File: src/hw/rtl/gbfp_pkg.sv
`timescale 1ns / 1ps
`default_nettype none

package gbfp_pkg;

    // frame framing bytes
    localparam logic [7:0] SYNC_FIRST  = 8'hB5;
    localparam logic [7:0] SYNC_SECOND = 8'h62;

    // navigation position-velocity-time frame
    localparam logic [7:0]  NAV_CLASS  = 8'h01;
    localparam logic [7:0]  PVT_ID     = 8'h07;
    localparam logic [15:0] PVT_LENGTH = 16'd92;

    // payload byte offsets captured on the fly
    localparam logic [15:0] OFS_VALID_FLAGS = 16'd11;
    localparam logic [15:0] OFS_FIX_TYPE    = 16'd20;
    localparam logic [15:0] OFS_FIX_FLAGS   = 16'd21;
    localparam logic [15:0] OFS_NUM_SV      = 16'd23;
    localparam logic [15:0] OFS_LLH_FLAGS   = 16'd78;

    // record indexes
    localparam logic [3:0] FIELD_WORDS    = 4'd12;
    localparam logic [3:0] FIELD_FIX_TYPE = 4'd12;
    localparam logic [3:0] FIELD_NUM_SV   = 4'd13;
    localparam logic [3:0] FIELD_FLAGS    = 4'd14;

    // fix types counted as usable
    localparam logic [7:0] FIX_TYPE_MIN = 8'd2;
    localparam logic [7:0] FIX_TYPE_MAX = 8'd4;

    // controller to datapath
    typedef struct packed {
        logic       ld_class;
        logic       ld_id;
        logic       ld_len_lo;
        logic       ld_len_hi;
        logic       ld_payload;
        logic       ld_cka;
        logic       clear;
        logic       emit_hdr;
        logic       rd_en;
        logic       load_rec;
        logic [3:0] field;
        logic       last;
    } ctrl_cmd_t;

    // datapath to controller
    typedef struct packed {
        logic is_sync1;
        logic is_sync2;
        logic len_zero;
        logic count_done;
        logic sum_ok;
        logic is_pvt;
        logic res_busy;
        logic slot_free;
    } dp_status_t;

    // word address of each 32-bit record in the payload store
    function automatic logic [4:0] word_offset(input logic [3:0] field);
        logic [4:0] w;
        w = 5'd0;
        unique case (field)
            4'd0:    w = 5'd0;
            4'd1:    w = 5'd6;
            4'd2:    w = 5'd7;
            4'd3:    w = 5'd9;
            4'd4:    w = 5'd10;
            4'd5:    w = 5'd12;
            4'd6:    w = 5'd13;
            4'd7:    w = 5'd14;
            4'd8:    w = 5'd15;
            4'd9:    w = 5'd16;
            4'd10:   w = 5'd17;
            4'd11:   w = 5'd18;
            default: w = 5'd0;
        endcase
        return w;
    endfunction

endpackage

`default_nettype wire

File: src/hw/rtl/gbfp_ctrl.sv
`timescale 1ns / 1ps
`default_nettype none

module gbfp_ctrl (
    input  wire logic                  clk,
    input  wire logic                  rst_n,
    input  wire logic                  rx_valid,
    output logic                       rx_stall,
    input  wire gbfp_pkg::dp_status_t  st,
    output gbfp_pkg::ctrl_cmd_t        cmd
);
    import gbfp_pkg::*;

    typedef enum logic [10:0] {
        S_HUNT     = 11'b000_0000_0001,
        S_SYNC2    = 11'b000_0000_0010,
        S_CLASS    = 11'b000_0000_0100,
        S_ID       = 11'b000_0000_1000,
        S_LEN_LO   = 11'b000_0001_0000,
        S_LEN_HI   = 11'b000_0010_0000,
        S_PAYLOAD  = 11'b000_0100_0000,
        S_CK_A     = 11'b000_1000_0000,
        S_CK_B     = 11'b001_0000_0000,
        S_FETCH    = 11'b010_0000_0000,
        S_LOAD     = 11'b100_0000_0000
    } state_t;

    state_t     state_reg, state_next;
    logic [3:0] field_reg, field_next;
    logic       acc;

    // input is held off while records go out, and at the closing byte while a result waits
    assign rx_stall = (state_reg == S_FETCH) || (state_reg == S_LOAD) ||
                      ((state_reg == S_CK_B) && st.res_busy);
    assign acc = rx_valid && !rx_stall;

    // next state and commands
    always_comb
    begin
        state_next = state_reg;
        field_next = field_reg;
        cmd        = '0;
        cmd.field  = field_reg;
        cmd.last   = (field_reg == FIELD_FLAGS);
        unique case (state_reg)
            S_HUNT:
            begin
                if (acc)
                    state_next = st.is_sync1 ? S_SYNC2 : S_HUNT;
            end
            S_SYNC2:
            begin
                if (acc)
                begin
                    priority if (st.is_sync2)
                        state_next = S_CLASS;
                    else if (st.is_sync1)
                        state_next = S_SYNC2;
                    else
                        state_next = S_HUNT;
                end
            end
            S_CLASS:
            begin
                cmd.ld_class = acc;
                if (acc)
                    state_next = S_ID;
            end
            S_ID:
            begin
                cmd.ld_id = acc;
                if (acc)
                    state_next = S_LEN_LO;
            end
            S_LEN_LO:
            begin
                cmd.ld_len_lo = acc;
                if (acc)
                    state_next = S_LEN_HI;
            end
            S_LEN_HI:
            begin
                cmd.ld_len_hi = acc;
                if (acc)
                    state_next = st.len_zero ? S_CK_A : S_PAYLOAD;
            end
            S_PAYLOAD:
            begin
                cmd.ld_payload = acc;
                if (acc && st.count_done)
                    state_next = S_CK_A;
            end
            S_CK_A:
            begin
                cmd.ld_cka = acc;
                if (acc)
                    state_next = S_CK_B;
            end
            S_CK_B:
            begin
                if (acc)
                begin
                    cmd.clear  = 1'b1;
                    state_next = S_HUNT;
                    if (st.sum_ok)
                    begin
                        if (st.is_pvt)
                        begin
                            state_next = S_FETCH;
                            field_next = '0;
                        end
                        else
                            cmd.emit_hdr = 1'b1;
                    end
                end
            end
            S_FETCH:
            begin
                cmd.rd_en  = 1'b1;
                state_next = S_LOAD;
            end
            S_LOAD:
            begin
                if (st.slot_free)
                begin
                    cmd.load_rec = 1'b1;
                    if (field_reg == FIELD_FLAGS)
                        state_next = S_HUNT;
                    else
                    begin
                        field_next = field_reg + 4'd1;
                        state_next = S_FETCH;
                    end
                end
            end
            default:
            begin
                state_next = S_HUNT;
            end
        endcase
    end

    // state registers
    always_ff @(posedge clk or negedge rst_n)
    begin
        if (!rst_n)
        begin
            state_reg <= S_HUNT;
            field_reg <= '0;
        end
        else
        begin
            state_reg <= state_next;
            field_reg <= field_next;
        end
    end

endmodule

`default_nettype wire

File: src/hw/rtl/gbfp_datapath.sv
`timescale 1ns / 1ps
`default_nettype none

module gbfp_datapath #(
    parameter int PAYLOAD_BYTES = 92
) (
    input  wire logic                  clk,
    input  wire logic                  rst_n,
    input  wire logic [7:0]            rx_byte,
    input  wire gbfp_pkg::ctrl_cmd_t   cmd,
    output gbfp_pkg::dp_status_t       st,
    output logic                       res_valid,
    input  wire logic                  res_stall,
    output logic [7:0]                 msg_class,
    output logic [7:0]                 msg_id,
    output logic [15:0]                payload_length,
    output logic                       is_position_fix,
    output logic [3:0]                 field_index,
    output logic [31:0]                field_value,
    output logic                       last
);
    import gbfp_pkg::*;

    localparam int WORDS = (PAYLOAD_BYTES + 3) / 4;
    localparam int AW    = $clog2(WORDS);

    // frame scalars
    logic [7:0]  class_reg, id_reg, cka_reg, sum1_reg, sum2_reg;
    logic [15:0] len_reg, count_reg;
    logic [7:0]  sum1_add;
    logic [16:0] count_inc;
    logic [15:0] len_full;

    // bytes picked off the payload for the fix-type, satellite-count and flag records
    logic [7:0] vflags_reg, fix_type_reg, fix_flags_reg, num_sv_reg, llh_flags_reg;

    // payload store, one word per four bytes
    logic [31:0]   mem [WORDS];
    logic [31:0]   rd_data_reg;
    logic [AW-1:0] rd_addr;
    logic          store_en;

    // result register
    logic        res_valid_reg;
    logic [7:0]  res_class_reg, res_id_reg;
    logic [15:0] res_len_reg;
    logic        res_fix_reg, res_last_reg;
    logic [3:0]  res_field_reg;
    logic [31:0] res_value_reg;

    logic        fix_ok, invalid_llh, usable;
    logic [31:0] flags_word, rec_value;
    logic        res_take;

    assign sum1_add  = sum1_reg + rx_byte;
    assign count_inc = {1'b0, count_reg} + 17'd1;
    assign len_full  = {rx_byte, len_reg[7:0]};
    assign store_en  = cmd.ld_payload && (count_reg < 16'(PAYLOAD_BYTES));
    assign rd_addr   = AW'(word_offset(cmd.field));
    assign res_take  = res_valid_reg && !res_stall;

    // status toward the controller
    always_comb
    begin
        st.is_sync1   = (rx_byte == SYNC_FIRST);
        st.is_sync2   = (rx_byte == SYNC_SECOND);
        st.len_zero   = (len_full == 16'd0);
        st.count_done = (count_inc >= {1'b0, len_reg});
        st.sum_ok     = (cka_reg == sum1_reg) && (rx_byte == sum2_reg);
        st.is_pvt     = (class_reg == NAV_CLASS) && (id_reg == PVT_ID) &&
                        (len_reg == PVT_LENGTH);
        st.res_busy   = res_valid_reg;
        st.slot_free  = !res_valid_reg || !res_stall;
    end

    // header capture, length, count and running sums
    always_ff @(posedge clk or negedge rst_n)
    begin
        if (!rst_n)
        begin
            class_reg <= '0;
            id_reg    <= '0;
            len_reg   <= '0;
            count_reg <= '0;
            sum1_reg  <= '0;
            sum2_reg  <= '0;
            cka_reg   <= '0;
        end
        else
        begin
            priority if (cmd.clear)
            begin
                class_reg <= '0;
                id_reg    <= '0;
                len_reg   <= '0;
                count_reg <= '0;
                sum1_reg  <= '0;
                sum2_reg  <= '0;
                cka_reg   <= '0;
            end
            else if (cmd.ld_class)
            begin
                class_reg <= rx_byte;
                len_reg   <= '0;
                count_reg <= '0;
                sum1_reg  <= rx_byte;
                sum2_reg  <= rx_byte;
            end
            else if (cmd.ld_id || cmd.ld_len_lo || cmd.ld_len_hi || cmd.ld_payload)
            begin
                sum1_reg <= sum1_add;
                sum2_reg <= sum2_reg + sum1_add;
                if (cmd.ld_id)
                    id_reg <= rx_byte;
                if (cmd.ld_len_lo)
                    len_reg <= {8'd0, rx_byte};
                if (cmd.ld_len_hi)
                begin
                    len_reg   <= len_full;
                    count_reg <= '0;
                end
                if (cmd.ld_payload)
                    count_reg <= count_inc[15:0];
            end
            else
                cka_reg <= cmd.ld_cka ? rx_byte : cka_reg;
        end
    end

    // flag bytes taken as they pass
    always_ff @(posedge clk)
    begin
        if (cmd.ld_payload)
        begin
            if (count_reg == OFS_VALID_FLAGS)
                vflags_reg <= rx_byte;
            if (count_reg == OFS_FIX_TYPE)
                fix_type_reg <= rx_byte;
            if (count_reg == OFS_FIX_FLAGS)
                fix_flags_reg <= rx_byte;
            if (count_reg == OFS_NUM_SV)
                num_sv_reg <= rx_byte;
            if (count_reg == OFS_LLH_FLAGS)
                llh_flags_reg <= rx_byte;
        end
    end

    // payload memory: byte-lane write, registered word read
    always_ff @(posedge clk)
    begin
        if (store_en)
            mem[count_reg[AW+1:2]][{count_reg[1:0], 3'b000} +: 8] <= rx_byte;
        if (cmd.rd_en)
            rd_data_reg <= mem[rd_addr];
    end

    // usable-fix verdict and record value select
    always_comb
    begin
        fix_ok      = fix_flags_reg[0];
        invalid_llh = llh_flags_reg[0];
        usable      = fix_ok && !invalid_llh && (fix_type_reg >= FIX_TYPE_MIN) &&
                      (fix_type_reg <= FIX_TYPE_MAX);
        flags_word  = {27'd0, usable, invalid_llh, fix_ok, vflags_reg[1:0]};
        priority if (cmd.field < FIELD_WORDS)
            rec_value = rd_data_reg;
        else if (cmd.field == FIELD_FIX_TYPE)
            rec_value = {24'd0, fix_type_reg};
        else if (cmd.field == FIELD_NUM_SV)
            rec_value = {24'd0, num_sv_reg};
        else
            rec_value = flags_word;
    end

    // result valid
    always_ff @(posedge clk or negedge rst_n)
    begin
        if (!rst_n)
            res_valid_reg <= 1'b0;
        else if (cmd.emit_hdr || cmd.load_rec)
            res_valid_reg <= 1'b1;
        else if (res_take)
            res_valid_reg <= 1'b0;
    end

    // result payload
    always_ff @(posedge clk)
    begin
        if (cmd.emit_hdr)
        begin
            res_class_reg <= class_reg;
            res_id_reg    <= id_reg;
            res_len_reg   <= len_reg;
            res_fix_reg   <= 1'b0;
            res_field_reg <= '0;
            res_value_reg <= '0;
            res_last_reg  <= 1'b1;
        end
        else if (cmd.load_rec)
        begin
            res_class_reg <= NAV_CLASS;
            res_id_reg    <= PVT_ID;
            res_len_reg   <= PVT_LENGTH;
            res_fix_reg   <= 1'b1;
            res_field_reg <= cmd.field;
            res_value_reg <= rec_value;
            res_last_reg  <= cmd.last;
        end
    end

    assign res_valid       = res_valid_reg;
    assign msg_class       = res_class_reg;
    assign msg_id          = res_id_reg;
    assign payload_length  = res_len_reg;
    assign is_position_fix = res_fix_reg;
    assign field_index     = res_field_reg;
    assign field_value     = res_value_reg;
    assign last            = res_last_reg;

endmodule

`default_nettype wire

File: src/hw/rtl/gnss_binary_frame_parser_unit.sv
// header: a header result shows in the cycle after the closing checksum byte is taken
// fix records: each is fetched in S_FETCH and loaded in S_LOAD once the output is free
// throughput: one received byte per cycle during a frame; input waits the 15-record burst
// and at the closing byte while an earlier result is still held in the output register
// reset: asynchronous rst_n clears control state; the payload memory is not cleared
`timescale 1ns / 1ps
`default_nettype none

module gnss_binary_frame_parser_unit #(
    parameter int PAYLOAD_BYTES = 92
) (
    input  wire logic        clk,
    input  wire logic        rst_n,
    input  wire logic        rx_valid,
    output logic             rx_stall,
    input  wire logic [7:0]  rx_byte,
    output logic             res_valid,
    input  wire logic        res_stall,
    output logic [7:0]       msg_class,
    output logic [7:0]       msg_id,
    output logic [15:0]      payload_length,
    output logic             is_position_fix,
    output logic [3:0]       field_index,
    output logic [31:0]      field_value,
    output logic             last
);
    import gbfp_pkg::*;

    ctrl_cmd_t  cmd;
    dp_status_t st;

    // frame and emission sequencing
    gbfp_ctrl u_ctrl (
        .clk      (clk),
        .rst_n    (rst_n),
        .rx_valid (rx_valid),
        .rx_stall (rx_stall),
        .st       (st),
        .cmd      (cmd)
    );

    // storage, sums and result register
    gbfp_datapath #(
        .PAYLOAD_BYTES (PAYLOAD_BYTES)
    ) u_dp (
        .clk             (clk),
        .rst_n           (rst_n),
        .rx_byte         (rx_byte),
        .cmd             (cmd),
        .st              (st),
        .res_valid       (res_valid),
        .res_stall       (res_stall),
        .msg_class       (msg_class),
        .msg_id          (msg_id),
        .payload_length  (payload_length),
        .is_position_fix (is_position_fix),
        .field_index     (field_index),
        .field_value     (field_value),
        .last            (last)
    );

endmodule

`default_nettype wire

File: config.mk
export PLATFORM = sky130hd
export DESIGN_NAME = gnss_binary_frame_parser_unit
export DESIGN_NICKNAME = d
export VERILOG_FILES = /design/src/hw/rtl/gbfp_pkg.sv /design/src/hw/rtl/gbfp_ctrl.sv /design/src/hw/rtl/gbfp_datapath.sv /design/src/hw/rtl/gnss_binary_frame_parser_unit.sv
export SDC_FILE = /design/constraint.sdc
export NUM_CORES = 1
export LEC_CHECK = 0
export BUFFER_PORTS_ARGS = -buffer_cell sky130_fd_sc_hd__buf_2
export CAP_MARGIN = 30
export CORE_MARGIN = 1
export CORE_UTILIZATION = 30
export CTS_CLUSTER_SIZE = 20
export DETAILED_ROUTE_END_ITERATION = 16
export GPL_TIMING_DRIVEN = 1
export SYNTH_ARGS = -nofsm -noshare
export SYNTH_HDL_FRONTEND = slang
export SYNTH_HIERARCHICAL = 1
export SYNTH_SLANG_ARGS = --single-unit
File: constraint.sdc
create_clock -name clk -period 7.1 [get_ports clk]
set_input_delay 0.355 -clock clk [delete_from_list [all_inputs] [get_ports clk]]
set_output_delay 0.355 -clock clk [all_outputs]
set_load 0.01 [all_outputs]
### After elaboration in Yosys (flattened, before gate mapping)

Memories as Yosys holds them, arrays and structs flattened. A register that Yosys moved wholly into a read port is not among the register bits.
Index checks and enable logic that the tools add are counted.

* flip-flop bits (word level): 178
* memory bits (writable): 736
* memory bits (read-only): 80
* input bits: 12
* output and inout bits: 72
* logic and storage cells: 200
* memories: 2

* add/sub/neg operators: 5
* magnitude comparators: 5
* eq/ne operators: 42
* shifts and indexed selects: 2
* mux-type cells: 75
* reduce and logical (&&, ||, !) cells: 46

Memories
* u_dp.mem: depth 23, width 32, rd ports 1, clocked after Yosys merged registers in 1, wr ports 1, RTL line gbfp_datapath.sv:38 `logic [31:0] mem [WORDS];`
* (no name shown): depth 16, width 5, rd ports 1, clocked after Yosys merged registers in 0, wr ports 0, RTL line gbfp_pkg.sv:64 `unique case (field)`

Operators by type and width (count)
* 2-to-1 mux 16 bit: 12
* 2-to-1 mux 8 bit: 22
* 2-to-1 mux 11 bit: 12
* case mux 11 bit (11 select lines): 1
* 2-to-1 mux 32 bit: 3
* == test 16 x 5 -> 1 bit (second input constant): 3
* == test 16 x 7 -> 1 bit (second input constant): 2
* variable shift 8 x 7 -> 32 bit (first input constant): 1
* indexed part select 8 x 7 -> 32 bit: 1
* 2-to-1 mux 10 bit: 2
* 2-to-1 mux 4 bit: 5
* inequality test 2 x 1 -> 1 bit (second input constant): 9
* adder 16 x 1 -> 17 bit (second input constant): 1
* >= comparator 17 x 16 -> 1 bit: 1
* adder 8 bit: 2
* == test 16 x 4 -> 1 bit (second input constant): 1
* == test 8 bit: 2
* zero test 16 bit: 1
* less-than comparator 16 x 7 -> 1 bit (second input constant): 1
* 2-to-1 mux 1 bit: 14
* AND reduction 2 bit: 7
* nonzero test 2 bit: 7
* == test 4 bit (second input constant): 3
* inequality test 2 bit (second input constant): 6
* other kinds (31): 56

### Logic depth before layout (Yosys ltp)

Gate-level depths: netlist of run 1.

* depth in word-level cells: 12
* gate-level depth with buffers: 17
* gate-level depth less buffers: 16

### Modules after synthesis

Netlist of run 1, hierarchy kept.

By module, submodules not included
* gbfp_datapath: instances 1, cells an instance 2604, area an instance 38408.1 µm², sequential area each 27211.1 µm²
* gbfp_ctrl: instances 1, cells an instance 124, area an instance 1097.3 µm², sequential area each 376.6 µm²

### Worst setup path before layout of run 1

Ideal clock, no wire load.

* kind: register to register
* from: reg u_dp.count_reg[0]
* to: reg u_ctrl.state_reg[2]
* setup time: 0.128 ns
* arrival time: 3.304 ns
* data required time: 6.972 ns
* setup slack: 3.668 ns
* cell stages (with the launch flop): 18
* buffers on the path: 1
* period minus slack after synthesis: 3.432 ns
* cells stage by stage: dfrtp_1 clkinv_1 nor2_1 and3_1 and3_1 buf_2 nand3_1 xnor2_1 ha_1 nand3_1 and3b_1 nand3_1 nand2_1 a31oi_1 o21ai_0 o21ai_0 o21bai_4 mux2_1

RTL lines
* start: declaration: RTL line gbfp_datapath.sv:29 `logic [15:0] len_reg, count_reg;`
* start signal: assignment: RTL line gbfp_datapath.sv:123 `count_reg <= count_inc[15:0];`
* end signal: assignment: RTL line gbfp_ctrl.sv:153 `state_reg <= state_next;`
* end: declaration: RTL line gbfp_ctrl.sv:28 `state_t state_reg, state_next;`

==> results of run 1 <==
through the flow:
step             util  setup WS, ns
6_report       0.3465         2.739
5_1_grt        0.3465         2.567
4_1_cts        0.3460         2.850
3_5_place_dp   0.3219         2.876
3_3_place_gp   0.3199         2.919
2_1_floorplan       -         3.668
per-layer routing:
layer | global-route usage | part of all wire
met5 | 0 | 0.00012
met2 | 0.2581 | 0.47
met3 | 0.03775 | 0.088
met4 | 0.04885 | 0.029
met1 | 0.2166 | 0.41
area by class of cell:
cell class	count	area [sq um]
Inverter	42	157.7
Clock buffer	111	2456
Timing Repair Buffer	152	1164
Fill cell	12530	85050
Sequential cell	946	27590
Multi-Input combinational cell	1575	10880
Clock inverter	66	663.1
Antenna cell	2	5.005
Tap cell	1742	2180
power by group through the flow:
| stage | sequential [W] | clock (W) | combinational, W |
|---|---|---|---|
| after global placement | 0.00610 | 0 | 0.000107 |
| final | 0.00598 | 0.00499 | 0.000117 |
| after detailed placement | 0.00610 | 0 | 0.000115 |
| after floorplan | 0.00610 | 0 | 0.0000524 |
| after CTS | 0.00598 | 0.00509 | 0.000116 |
| after global routing | 0.00598 | 0.00528 | 0.000125 |
cell usage in the layout (no fill, tap or decap), types with 13 or more instances in the layout:
| master | n |
|---|---|
| mux2i_1 | 95 |
| a32oi_1 | 29 |
| edfxtp_1 | 820 |
| buf_4 | 49 |
| ha_1 | 44 |
| o21ai_0 | 35 |
| buf_2 | 82 |
| mux4_2 | 84 |
| clkinv_1 | 22 |
| clkinv_2 | 20 |
| a2111oi_0 | 15 |
| a221oi_1 | 19 |
| xnor2_1 | 31 |
| nor2b_1 | 13 |
| a31oi_1 | 25 |
| a22o_1 | 29 |
| a311oi_1 | 15 |
| clkbuf_1 | 13 |
| nand3_1 | 74 |
| clkbuf_16 | 94 |
| inv_1 | 40 |
| nor3_1 | 26 |
| nor2_1 | 238 |
| nor4_2 | 17 |
| a21oi_1 | 128 |
| dfrtp_1 | 87 |
| nand2_1 | 394 |
| and2_1 | 57 |
| xor2_1 | 14 |
| dfxtp_1 | 38 |
worst min path at each step:
stage / start / endpoint / slack (ns) / depth (start not counted)
after global placement: rst_n / u_dp/class_reg[3] / 0.35 / 1
after CTS: rx_valid / u_ctrl/state_reg[6] / 0.09 / 3
after detailed placement: rst_n / u_dp/class_reg[3] / 0.35 / 1
after floorplan: rst_n / u_ctrl/field_reg[0] / 0.06 / 0
after global routing: rx_valid / u_ctrl/state_reg[6] / 0.13 / 3
final: rx_valid / u_ctrl/state_reg[6] / 0.12 / 3
logic make-up (layout without fill, tap and decap cells):
family	Yosys count	after routing	synth area share
compound gates	386	386	0.06882
xor+xnor	45	45	0.009977
fa+ha+maj	46	46	0.01495
buf+inv	207	371	0.02819
flops	946	946	0.6983
mux	183	183	0.07386
other cells	0	2	0
simple gates	915	915	0.1059
worst max-delay path, cell delays in order, from the launching register on:
cell,delay (ns)
dfrtp_1,0.49
nor3b_1,0.20
o311ai_1,0.55
nand2_2,0.24
nor2_1,0.32
nor4b_1,0.38
nand3_1,0.25
nor2b_1,0.54
nand2_1,0.11
buf_4,0.27
nor2_1,0.64
what timing repair did:
action | 4_1_cts | 5_1_grt
hold buffers | 2 | 0
endpoints found under the hold margin | 37 | 0
endpoints found under the setup margin | 0 | 0
Yosys cell counts, types with 40 or more instances:
master / number / share of area
a21oi_1: 128 / 0.016
dfrtp_1: 87 / 0.055
clkbuf_1: 71 / 0.0067
inv_1: 40 / 0.0038
buf_2: 46 / 0.0058
mux4_2: 84 / 0.048
and2_1: 57 / 0.0090
nand2_1: 395 / 0.038
nand3_1: 74 / 0.0094
mux2i_1: 95 / 0.024
nor2_1: 243 / 0.023
ha_1: 44 / 0.014
edfxtp_1: 820 / 0.62
==> run metrics, run 1 <==
number of I/O pins=84; Fin. Hold Viols=0; remaining antenna violation count=0; pin count of the biggest net entering global routing=between 150 and 200; GP Congestion=0.8227; IO Port Bufs=a little over 80; period utilization=0.6142; worst skew pair latency=between 0.6 and 0.7 ns; worst r2r path cells=10; fin area=45100 sq um; number of enable flip-flop cells after synthesis=820; vias in the first global route=22.99k; Mapped Area=about 40000 sq um; Initial Util=0.3035; maxcap violations=0; CP startpoint kind=register; fin crit period=4.361 ns; Int Power=around 0.0088 W; Hold Crit Class=in -> reg; post-detailed-route DRC marker count=0; Leak=approximately 15 nW; first-pass GRT wire length=between 150000 and 200000 microns; wire per inst=between 20 and 25 microns; peak supply drop=between 0.2 and 0.25 mV; CP required=between 7 and 8 ns; # H-tree levels=3; routed wire length=108800 microns; Net Sw Power=approximately 0.0023 W; hold slack=0.1234 ns; clock share of power=0.450; setup TNS=0 ns; CTS tree=done; CP startpoint=u_ctrl/state_reg[9]; clock tree buffer depth=3; Reg2Reg Capture Point=u_dp/mem[8][7]; Gate power share=0.011; Post-Route Skew=around 0.062 ns; initial antenna violation count=8; setup violators final=0; Reg power frac=0.540; Site Rows=132; Syn Nets=between 2k and 3k; Syn Area/Cell=14.48 sq um; RSZ-0062 raised after global routing=false; Worst setup endpoint=u_dp/mem[8][7]; CTS Buf Count=94; fin cells=4636; WP data arrival=between 4 and 5 ns; transition time at the pin with the least slew margin=1.094 ns; worst reg2reg startpoint=u_ctrl/state_reg[9]; floorplan core area=130100 sq um; share of flip-flops with an asynchronous set or reset=0.09302; reg-to-reg setup timing slack=2.74 ns; Setup crit end kind=register; Sw Share=0.2057; CTS Sinks=about 950; Die Area=~130000 sq um; Synth Warn #=6; Crit Path Class=reg -> reg; Power Total=0.01109 W; Post-DP Area=41890 sq um; Inst Count DP=between 4k and 5k; cts repair resizes=0; Global Route Usage Sum=0.1614; layout cell share with drive strength beyond 1=0.1511; via count=about 24k; worst rel slew slack=0.2689; Pwr Density=245.8 nW/um^2; hpwl dp=69650 microns; status=complete, no violations; Final nets=about 2.9k; grt total ovfl=0; post-synthesis sequential area ratio=0.6983; die width=approximately 360 microns; area grow syn2layout=14.15%; initial drt markers=approximately 2.6k; Clock Tree Root=clkbuf_16; DR vias/cell=5.075; synthesis-stage register bit count=~950; Reg clk slew, reported paths=~0.060 ns; DR pass1 iterations=5; Crit Path Max Fanout=23; postcts setup bufs=0; height of the die=364.9 microns; Slew Viols, Final=0; Syn Inst Count=2728; Fmax=229.3 MHz; main flop type after synthesis=edfxtp_1; Synth cell types=87; max reg flops=736
Power figures use the tool's default switching activity.
==> run 2: changes to the inputs <==
- clock period: 7.1 -> 4.2 ns (I/O delays scaled with it)
==> run metrics, run 2 (synthesis gave the netlist of run 1 again) <==
status=complete, no violations (unchanged); IO Port Bufs=83 (unchanged); DR vias/cell=4.976 (was 5.075); Hold Crit Class=in -> reg (unchanged); WP data arrival=4.23 ns (was 4.67 ns); via count=23.72k (was 23.53k); remaining antenna violation count=0 (unchanged); final worst slack=0.4817 ns (was 2.739 ns); Post-Route Skew=0.04842 ns (was 0.06178 ns); cell chain of the critical path=ha_1 > and4_1 > and3_1 > and3_1 > xor2_1 > ha_1 > nand3_1 > and3b_1 > nand3_1 > nand2_1 > a31oi_1 > o21ai_0 > o21ai_0 > o21bai_4 > mux2_1 (was nor3b_1 > o311ai_1 > nand2_2 > nor2_1 > nor4b_1 > nand3_1 > nor2b_1 > nand2_1 > buf_4 > nor2_1); cts repair resizes=0 (unchanged); Pwr Density=412.1 nW/um^2 (was 245.8 nW/um^2); DR pass1 iterations=6 (was 5); worst skew pair latency=0.68 ns (was 0.69 ns); maxcap violations=0 (unchanged); Fin. Hold Viols=0 (unchanged); floorplan core area=130100 sq um (unchanged); biggest cell delay along the critical path=0.44 ns (was 0.64 ns); clock share of power=0.458 (was 0.450); Global Route Usage Sum=0.1565 (was 0.1614); Fmax=268.9 MHz (was 229.3 MHz); worst rel slew slack=0.3278 (was 0.2689); reg-to-reg setup timing slack=0.48 ns (was 2.74 ns); height of the die=364.9 microns (unchanged); max reg flops=736 (unchanged); GP Congestion=0.8436 (was 0.8227); Int Power=0.01518 W (was 0.008806 W); Reg power frac=0.532 (was 0.540); Crit-path slowest cell=dfrtp_1 (was nor2_1); CTS tree=done (unchanged); grt total ovfl=0 (unchanged); Post-DP Area=42840 sq um (was 41890 sq um); period utilization=0.8853 (was 0.6142); number of I/O pins=84 (unchanged); initial drt markers=2137 (was 2579); peak supply drop=0.3045 mV (was 0.2175 mV); fin crit period=3.718 ns (was 4.361 ns); Site Rows=132 (unchanged); Clock Tree Root=clkbuf_16 (unchanged); Reg clk slew, reported paths=0.06 ns (about the same); CP required=4.71 ns (was 7.41 ns); layout cell share with drive strength beyond 1=0.1872 (was 0.1511); Crit Path Class=reg -> reg (unchanged); area grow syn2layout=16.67% (was 14.15%); Initial Util=0.3035 (unchanged); wire per inst=22.08 microns (was 23.46 microns); hpwl dp=67910 microns (was 69650 microns); Sw Share=0.2006 (was 0.2057); Leak=15.59 nW (was 15.07 nW); CP startpoint kind=register (unchanged); initial antenna violation count=1 (was 8); Crit Path Max Fanout=8 (was 23); transition time at the pin with the least slew margin=1.008 ns (was 1.094 ns); pre-CTS setup slack=0.5252 ns (was 2.876 ns); fin area=46090 sq um (was 45100 sq um); Setup crit end kind=register (unchanged); diode count=0 (was 2); die width=364.9 microns (unchanged); CTS Sinks=946 (unchanged); commonest non-fill, non-tap cell in the layout=edfxtp_1 (unchanged); post-detailed-route DRC marker count=0 (unchanged); CTS Buf Count=94 (unchanged); clock tree buffer depth=3 (unchanged); routed wire length=105300 microns (was 108800 microns); RSZ-0062 raised after global routing=false (unchanged); Gate power share=0.010 (was 0.011); Final nets=3002 (was 2869); postcts setup bufs=0 (unchanged); vias in the first global route=23.24k (was 22.99k); Net Sw Power=0.003811 W (was 0.002280 W); Die Area=133100 sq um (unchanged); most frequent cells in the layout=820 x edfxtp_1, 394 x nand2_1, 240 x nor2_1 (was 820 x edfxtp_1, 394 x nand2_1, 238 x nor2_1); first-pass GRT wire length=154600 microns (was 157400 microns); pin count of the biggest net entering global routing=64 (was 186); setup violators final=0 (unchanged); Slew Viols, Final=0 (unchanged); CTS Hold Bufs=3 (was 2); # H-tree levels=3 (unchanged); setup TNS=0 ns (unchanged)
[run 2: cell types whose count changed in the layout (fill, tap and decap cells not counted), moves of 3 or more]
cell and change:
buf_8 -7, clkbuf_8 +4, buf_16 -6, buf_4 +138, buf_12 +7, clkbuf_1 +12, clkinv_1 -11, bufinv_16 +3
clkinv_2 -8
[run 2: critical path, delay by kind of cell (launching register included)]
kind | cells | cell delay, ns
muxes | 1 | 0.35
AOI/OAI and AO/OA | 4 | 0.78
and+or+nand+nor | 7 | 1.26
adders and majority gates | 2 | 0.58
xor gates and xnor gates | 1 | 0.16
DFF | 1 | 0.44
[run 2: area by class of cell]
| cell class | count | area [sq um] |
|---|---|---|
| clock inverter | 48 | 628.1 |
| tap | 1742 | 2180 |
| sequential | 946 | 27590 |
| inverter | 42 | 157.7 |
| fill | 12560 | 84060 |
| timing repair buffer | 285 | 2077 |
| multi-input combinational | 1575 | 10880 |
| clock buffer | 128 | 2581 |
[run 2: through the flow]
step,cells,hold slack (ns),power [W],util
3_3_place_gp,4585,0.3712,0.01049,0.3292
5_1_grt,4766,0.05227,0.01950,0.3541
4_1_cts,4765,0.03365,0.01915,0.3541
6_report,4766,0.07614,0.01899,0.3541
2_1_floorplan,2728,-0.08559,0.01040,-
3_5_place_dp,4586,0.3815,0.01049,0.3292
[run 2: path summary, 6_finish.rpt]
path,endpoint,cells past startpoint,startpoint
max reg2reg,u_ctrl/state_reg[2],15,u_dp/count_reg[0]
max,u_ctrl/state_reg[2],15,u_dp/count_reg[0]
min reg2reg,u_dp/field_value[12],1,u_dp/rd_data_reg[12]
min,u_dp/sum1_reg[0],4,rx_byte[0]
min in group asynchronous,u_dp/class_reg[7],2,rst_n
max in group asynchronous,u_ctrl/state_reg[0],3,rst_n
[run 2: layer usage]
layer | vias to the layer above | global-route usage | part of all wire
met5 | - | 0 | 0
met4 | 0 | 0.04095 | 0.022
met3 | 141 | 0.02915 | 0.075
met2 | 866 | 0.2527 | 0.47
met1 | 12010 | 0.2153 | 0.43
li1 | 10700 | - | -
[run 2: power by group through the flow]
stage | clock (W) | sequential, W | combinational, W
floorplan | 0 | 0.0103 | 0.0000885
global placement | 0 | 0.0103 | 0.000182
detailed placement | 0 | 0.0103 | 0.000184
CTS | 0.00886 | 0.0101 | 0.000187
global route | 0.00920 | 0.0101 | 0.000200
finish | 0.00870 | 0.0101 | 0.000186
